==> src/acs_pkg.sv <==
// Package with types, codes and the reset table of the sensor register file.
`default_nettype none

package acs_pkg;

  localparam int MapBytesDefault = 128;
  localparam int FirstWritableDefault = 10;

  typedef enum logic [1:0] {
    OP_CS   = 2'd0,
    OP_TX   = 2'd1,
    OP_RX   = 2'd2,
    OP_AXIS = 2'd3
  } op_t;

  typedef enum logic [2:0] {
    ST_IDLE,
    ST_RECV,
    ST_CLR,
    ST_AX_LO,
    ST_AX_HI
  } state_t;

  typedef struct packed {
    logic       re;
    logic [7:0] raddr;
    logic       we;
    logic [7:0] waddr;
    logic [7:0] wdata;
  } mem_req_t;

  function automatic logic [7:0] reset_value(input logic [7:0] a);
    logic [7:0] v;
    unique case (a)
      8'h00: v = 8'h02;
      8'h0B: v = 8'h03;
      8'h0C: v = 8'd20;
      8'h0D: v = 8'd150;
      8'h0E: v = 8'd160;
      8'h0F: v = 8'd150;
      8'h12: v = 8'd162;
      8'h13: v = 8'd13;
      8'h14: v = 8'h0E;
      8'h15: v = 8'h80;
      8'h2B: v = 8'h03;
      8'h2C: v = 8'd20;
      8'h2D: v = 8'd150;
      8'h2E: v = 8'd160;
      8'h2F: v = 8'd150;
      8'h32: v = 8'd162;
      8'h33: v = 8'd13;
      8'h34: v = 8'h0E;
      8'h35: v = 8'h80;
      default: v = 8'h00;
    endcase
    return v;
  endfunction

endpackage

`default_nettype wire

==> src/acs_regmem.sv <==
// Register map memory: one read and one write port, reset defaults via valid bits.
`default_nettype none

module acs_regmem #(
  parameter int MAP_BYTES = acs_pkg::MapBytesDefault
) (
  input  wire logic              clk,
  input  wire logic              rst,
  input  wire acs_pkg::mem_req_t req,
  output logic [7:0]             rd_data
);

  localparam int AW = $clog2(MAP_BYTES);

  logic [7:0]           mem [MAP_BYTES];
  logic [MAP_BYTES-1:0] written;
  logic [7:0]           mem_q;
  logic [7:0]           init_q;
  logic                 hit_q;

  always_ff @(posedge clk) begin
    if (req.we) begin
      mem[req.waddr[AW-1:0]] <= req.wdata;
    end
    if (req.re) begin
      mem_q  <= mem[req.raddr[AW-1:0]];
      init_q <= acs_pkg::reset_value(req.raddr);
      hit_q  <= written[req.raddr[AW-1:0]];
    end
  end

  always_ff @(posedge clk) begin
    if (rst) begin
      written <= '0;
    end else if (req.we) begin
      written[req.waddr[AW-1:0]] <= 1'b1;
    end
  end

  assign rd_data = hit_q ? mem_q : init_q;

endmodule

`default_nettype wire

==> src/accel_sensor_spi_register_file.sv <==
// Top level of the SPI slave register file of a three-axis acceleration sensor.
// Each request on the s_ side is one bus event: a chip select change, a byte from
// the host (echoed on m_), a receive (answered from the register map in read mode)
// or a new set of axis samples. Requests are taken one at a time while the block
// is idle and its output slot is free or draining. A receive that returns a byte
// reads the register map first and then, for an axis register, clears its new
// flag; an axis update runs three read-modify-writes, which share the single
// read and single write port of the register map memory. The reset defaults
// are served by per-entry valid bits, so no clearing pass follows reset.
`default_nettype none

module accel_sensor_spi_register_file #(
  parameter int MAP_BYTES      = acs_pkg::MapBytesDefault,
  parameter int FIRST_WRITABLE = acs_pkg::FirstWritableDefault
) (
  input  wire logic        clk,
  input  wire logic        rst,
  input  wire logic        s_tvalid,
  output logic             s_tready,
  // cs_level[0], tx_byte[8:1], sample_x[18:9], sample_y[28:19], sample_z[38:29]
  input  wire logic [39:0] s_tdata,
  // opcode[1:0]
  input  wire logic [1:0]  s_tuser,
  output logic             m_tvalid,
  input  wire logic        m_tready,
  // rx_byte[7:0]
  output logic [7:0]       m_tdata
);

  localparam int ModSteps = 127 / MAP_BYTES;

  function automatic logic [7:0] map_index(input logic [7:0] a);
    logic [8:0] v;
    v = {1'b0, a};
    for (int i = 0; i < ModSteps; i++) begin
      if (v >= 9'(MAP_BYTES)) begin
        v = v - 9'(MAP_BYTES);
      end
    end
    return v[7:0];
  endfunction

  acs_pkg::state_t   state, state_next;
  acs_pkg::mem_req_t req;
  acs_pkg::op_t      op;

  logic [7:0]  command, command_next;
  logic [7:0]  byte_count, byte_count_next;
  logic        selected, selected_next;
  logic        out_valid, out_valid_next;
  logic [7:0]  out_data, out_data_next;
  logic [6:0]  rx_addr;
  logic [1:0]  axis;
  logic [9:0]  sample [3];
  logic [7:0]  rd_data;

  logic        accept;
  logic        cs_level;
  logic [7:0]  tx_byte;
  logic        reading;
  logic [6:0]  cmd_addr;
  logic        rx_ok;
  logic [7:0]  rx_sum;
  logic        flag_hit;
  logic [7:0]  bc_start;
  logic [9:0]  cur_sample;

  assign op       = acs_pkg::op_t'(s_tuser);
  assign cs_level = s_tdata[0];
  assign tx_byte  = s_tdata[8:1];
  assign reading  = command[7];
  assign cmd_addr = command[6:0];
  assign accept   = s_tvalid && s_tready;
  assign s_tready = (state == acs_pkg::ST_IDLE) && (!out_valid || m_tready);
  assign rx_ok    = selected && reading && (byte_count > 8'd1);
  assign rx_sum   = {1'b0, cmd_addr} + byte_count - 8'd2;
  assign flag_hit = (rx_addr >= 7'd2) && (rx_addr <= 7'd7);
  assign bc_start = (reading && !tx_byte[7]) ? 8'd0 : byte_count;
  assign cur_sample = sample[axis];

  always_comb begin
    state_next = state;
    unique case (state)
      acs_pkg::ST_IDLE: begin
        if (accept && op == acs_pkg::OP_RX && rx_ok) begin
          state_next = acs_pkg::ST_RECV;
        end else if (accept && op == acs_pkg::OP_AXIS) begin
          state_next = acs_pkg::ST_AX_LO;
        end
      end
      acs_pkg::ST_RECV:  state_next = flag_hit ? acs_pkg::ST_CLR : acs_pkg::ST_IDLE;
      acs_pkg::ST_CLR:   state_next = acs_pkg::ST_IDLE;
      acs_pkg::ST_AX_LO: state_next = acs_pkg::ST_AX_HI;
      acs_pkg::ST_AX_HI: state_next = (axis == 2'd2) ? acs_pkg::ST_IDLE : acs_pkg::ST_AX_LO;
      default:           state_next = acs_pkg::ST_IDLE;
    endcase
  end

  always_comb begin
    req             = '0;
    command_next    = command;
    byte_count_next = byte_count;
    selected_next   = selected;
    out_valid_next  = out_valid && !m_tready;
    out_data_next   = out_data;
    unique case (state)
      acs_pkg::ST_IDLE: begin
        if (accept) begin
          unique case (op)
            acs_pkg::OP_CS: begin
              selected_next = !cs_level;
              if (cs_level) begin
                byte_count_next = 8'd0;
              end
            end
            acs_pkg::OP_TX: begin
              if (selected) begin
                byte_count_next = bc_start + 8'd1;
                if (bc_start == 8'd0) begin
                  command_next = tx_byte;
                end else if (!reading) begin
                  req.we          = (cmd_addr >= 7'(FIRST_WRITABLE));
                  req.waddr       = map_index({1'b0, cmd_addr});
                  req.wdata       = tx_byte;
                  byte_count_next = 8'd1;
                end
                out_valid_next = 1'b1;
                out_data_next  = tx_byte;
              end
            end
            acs_pkg::OP_RX: begin
              req.re    = rx_ok;
              req.raddr = map_index({1'b0, rx_sum[6:0]});
            end
            acs_pkg::OP_AXIS: begin
            end
            default: begin
            end
          endcase
        end
      end
      acs_pkg::ST_RECV: begin
        out_valid_next = 1'b1;
        out_data_next  = rd_data;
        req.re         = flag_hit;
        req.raddr      = {1'b0, rx_addr[6:1], 1'b1};
      end
      acs_pkg::ST_CLR: begin
        req.we    = 1'b1;
        req.waddr = {1'b0, rx_addr[6:1], 1'b1};
        req.wdata = rd_data & 8'h7F;
      end
      acs_pkg::ST_AX_LO: begin
        req.re    = 1'b1;
        req.raddr = {4'd0, 1'b0, axis, 1'b1} + 8'd2;
        req.we    = 1'b1;
        req.waddr = {4'd0, 1'b0, axis, 1'b0} + 8'd2;
        req.wdata = cur_sample[7:0];
      end
      acs_pkg::ST_AX_HI: begin
        req.we    = 1'b1;
        req.waddr = {4'd0, 1'b0, axis, 1'b1} + 8'd2;
        req.wdata = (rd_data & 8'h7C) | 8'h80 | {6'd0, cur_sample[9:8]};
      end
      default: begin
      end
    endcase
  end

  always_ff @(posedge clk) begin
    if (rst) begin
      state      <= acs_pkg::ST_IDLE;
      command    <= 8'd0;
      byte_count <= 8'd0;
      selected   <= 1'b0;
      out_valid  <= 1'b0;
      axis       <= 2'd0;
    end else begin
      state      <= state_next;
      command    <= command_next;
      byte_count <= byte_count_next;
      selected   <= selected_next;
      out_valid  <= out_valid_next;
      if (state == acs_pkg::ST_IDLE) begin
        axis <= 2'd0;
      end else if (state == acs_pkg::ST_AX_HI) begin
        axis <= axis + 2'd1;
      end
    end
  end

  always_ff @(posedge clk) begin
    out_data <= out_data_next;
    if (accept && op == acs_pkg::OP_RX) begin
      rx_addr <= rx_sum[6:0];
    end
    if (accept && op == acs_pkg::OP_AXIS) begin
      sample[0] <= s_tdata[18:9];
      sample[1] <= s_tdata[28:19];
      sample[2] <= s_tdata[38:29];
    end
  end

  acs_regmem #(
    .MAP_BYTES(MAP_BYTES)
  ) u_regmem (
    .clk     (clk),
    .rst     (rst),
    .req     (req),
    .rd_data (rd_data)
  );

  assign m_tvalid = out_valid;
  assign m_tdata  = out_data;

endmodule

`default_nettype wire

==> config.mk <==
export PLATFORM = sky130hd
export DESIGN_NAME = accel_sensor_spi_register_file
export DESIGN_NICKNAME = d
export VERILOG_FILES = /design/src/acs_pkg.sv /design/src/acs_regmem.sv /design/src/accel_sensor_spi_register_file.sv
export SDC_FILE = /design/constraint.sdc
export NUM_CORES = 1
export LEC_CHECK = 0
export BUFFER_PORTS_ARGS = -buffer_cell sky130_fd_sc_hd__buf_2
export CAP_MARGIN = 20
export CORE_ASPECT_RATIO = 1.5
export CORE_MARGIN = 1.5
export CORE_UTILIZATION = 45
export DETAILED_ROUTE_END_ITERATION = 7
export PLACE_DENSITY = 0.6
export SKIP_CTS_REPAIR_TIMING = 1
export SYNTH_ARGS = -nofsm -noshare
export SYNTH_HDL_FRONTEND = slang
export SYNTH_SLANG_ARGS = --single-unit
==> constraint.sdc <==
create_clock -name clk -period 10.4 [get_ports clk]
set_clock_uncertainty 0.2 [all_clocks]
set_input_delay 1.04 -clock clk [delete_from_list [all_inputs] [get_ports clk]]
set_output_delay 1.04 -clock clk [all_outputs]
set_load 0.05 [all_outputs]
==> out/qor.yml <==
wl_per_cell_um: 29.2
yosysWarningCount: 0
finalHoldViolations: 0
die_y_um: 408
period_needed_ps: 5870
area_growth_pct: 11.6
place_area_um2: 51100
fp.dieW_um: 273
start_util_pct: 45.4
dpl.hpwl_um: 84400
crit_type: "reg -> reg"
cts_buffer_depth: 3
fmax_mhz: 170
grt_pass1_wl_um: 199000
status: "finished clean"
avgSynthCellArea_um2: 15.8
grt.overflow.total: 0
worst_setup_path_start_kind: "flop"
crit_required_ps: 10530
fin_nets: 3227
cp_max_fo: 18
first_pass_iters: 7
routed-via-count: 28600
fp.dieArea_um2: 111000
pin_count: 56
wirelength_um: 137000
worst_pin_slew_ps: 1260
ys_seq_area_share_pct: 72.3
final_common_cell: "edfxtp_1"
synth_edf_count: 1084
clk_pin_slew_ps: 70
synth_cell_types: 79
synth_nets: 3175
drive_above_1_share_pct: 16.9
yosys-top-cells-area: "edfxtp_1 66%, mux4_2 9.3%, dfxtp_1 6.2%"
cts_tree: "built"
power.internal_mw: 7.95
most-common-layout-cells: "1084 x edfxtp_1, 339 x nor2_1, 318 x nand2_1"
diodes: 0
place_ws_ps: 4040
cts_sinks: 1237
port_buffers: 54
p_sw_share_pct: 22.0
power_frac_seq_pct: 52.7
rsz0062_at_grt: "no"
cts-htree-levels: 3
ctsRootBufferMaster: "clkbuf_16"
irDropWorstVdd_v: 0.000147
critical_path_arrival_ps: 6000
drc: 0
setup.worst_path.end_class: "flop"
stdcell_area_um2: 55000
worst_skew_pair.late_latency_ps: 720
setup_viol: 0
power_frac_comb_pct: 5.6
track_usage_pct: 24.6
ant_nets: 0
cap_violations: 0
grt_max_degree: 126
synth_top_area_cell: "edfxtp_1"
grt_pass1_vias: 29200
yosysTopAreaCellShare_pct: 66.1
synthFlopType: "edfxtp_1"
leakagePower_nw: 18.2
pwr-share-clk_pct: 41.6
switchingPower_mw: 2.24
drt_iter0_drc: 3575
routed_via_density: 6.12
row_count: 148
synth_area_um2: 49200
syn_inst: 3112
power_density_nw_per_um2: 185
synth-seq-cells: 1237
numCtsBuffers: 110
post-route-period-util_pct: 56.4
worst_slack_ps: 4530
slew-limit-headroom_pct: 15.7
finalSetupTns_ps: 0
place.gp.congestion: 0.888
async_reset_ff_share_pct: 0
hold_class: "reg -> reg"
core_area_um2: 109000
antenna_found_initial: 0
slew_viol_final: 0
[critical path: stages, from the launching register on]
cell      delay (ps)
dfxtp_1          490
nor2_4           330
nand4b_1         240
nor3_2           400
and2_1           820
a22oi_1          590
nor2b_1         1110
nand2_1          500
nor2_1           790
[sequential cells by signal, summed over array words and instances, names as in the netlist, named ones only]
| signal | count |
|---|---|
| u_regmem.mem | 1024 |
| u_regmem.written | 128 |
| sample | 30 |
| byte_count | 8 |
| command | 8 |
| m_tdata | 8 |
| u_regmem.mem_q | 8 |
| u_regmem.init_q | 7 |
| rx_addr | 6 |
| state | 3 |
| axis | 2 |
| m_tvalid | 1 |
| selected | 1 |
| u_regmem.hit_q | 1 |
[worst paths after layout]
kind | from | endpoint | slack, ps | cells past startpoint
max | state[0] | u_regmem.mem[23][1] | 4530 | 8
max reg2reg | state[0] | u_regmem.mem[23][1] | 4530 | 8
min reg2reg | u_regmem.written[115] | u_regmem.written[115] | 270 | 2
min | u_regmem.written[115] | u_regmem.written[115] | 270 | 2
[synth_stat cells (7+ instances only)]
master,number
inv_1,27
a22oi_1,82
o22ai_1,8
nor3_1,12
mux4_2,204
a211oi_1,7
buf_1,12
nor2b_1,8
nand4_1,27
o221ai_1,13
nand3_1,94
mux2i_1,70
buf_4,28
clkbuf_1,57
edfxtp_1,1084
nor2_1,343
and3_1,26
a311oi_1,11
a32oi_1,21
a31oi_1,18
a2111oi_0,7
dfxtp_1,153
nand2_1,326
ha_1,16
a21oi_1,212
o211ai_1,16
buf_2,73
a22o_1,7
o21ai_0,30
and2_1,9
nand2b_1,12
[area by class of cell]
type | count | area [um^2]
clock buffer | 132 | 2910
sequential | 1237 | 35600
clock inverter | 75 | 828
tap | 1425 | 1780
multi-input combinational | 1670 | 12900
timing repair buffer | 117 | 840
fill | 8979 | 53600
inverter | 28 | 105
[per-stage QoR]
step	hold slack [ps]	utilization, %	power, mW	cells
3_5_place_dp	254	47.1	6.05	4473
4_1_cts	262	50.6	10.2	4680
3_3_place_gp	242	47.1	6.04	4473
5_1_grt	282	50.6	10.4	4684
2_1_floorplan	231	-	5.81	3112
6_report	267	50.6	10.2	4684
[routing by layer]
metal	track usage (%)	routed length, um	vias to the layer above
met4	14.4	8170	0
met5	0	0	-
met1	29.3	49000	14700
met2	42.4	70500	1361
li1	-	-	12200
met3	3.54	9310	328
[power by group through the flow]
| stage | Clock [mW] | Combinational (mW) | Sequential (mW) |
|---|---|---|---|
| after floorplan | 0 | 0.319 | 5.49 |
| after global placement | 0 | 0.557 | 5.48 |
| after detailed placement | 0 | 0.565 | 5.48 |
| after CTS | 4.29 | 0.567 | 5.38 |
| after global routing | 4.47 | 0.595 | 5.37 |
| final | 4.24 | 0.575 | 5.38 |
[cell families (layout without fill, tap and decap cells)]
family                   Yosys count  in the layout  share of synthesized area, %
adder cells (fa/ha/maj)           17             17                         0.447
XOR/XNOR                           5              5                        0.0890
multiplexers                     275            275                          10.8
flip-flops                      1237           1237                          72.3
AO/OA/AOI/OAI                    480            480                          6.37
buffers and inverters            205            352                          2.06
AND/OR/NAND/NOR                  893            893                          7.92
(Power assumes the default switching activity.)
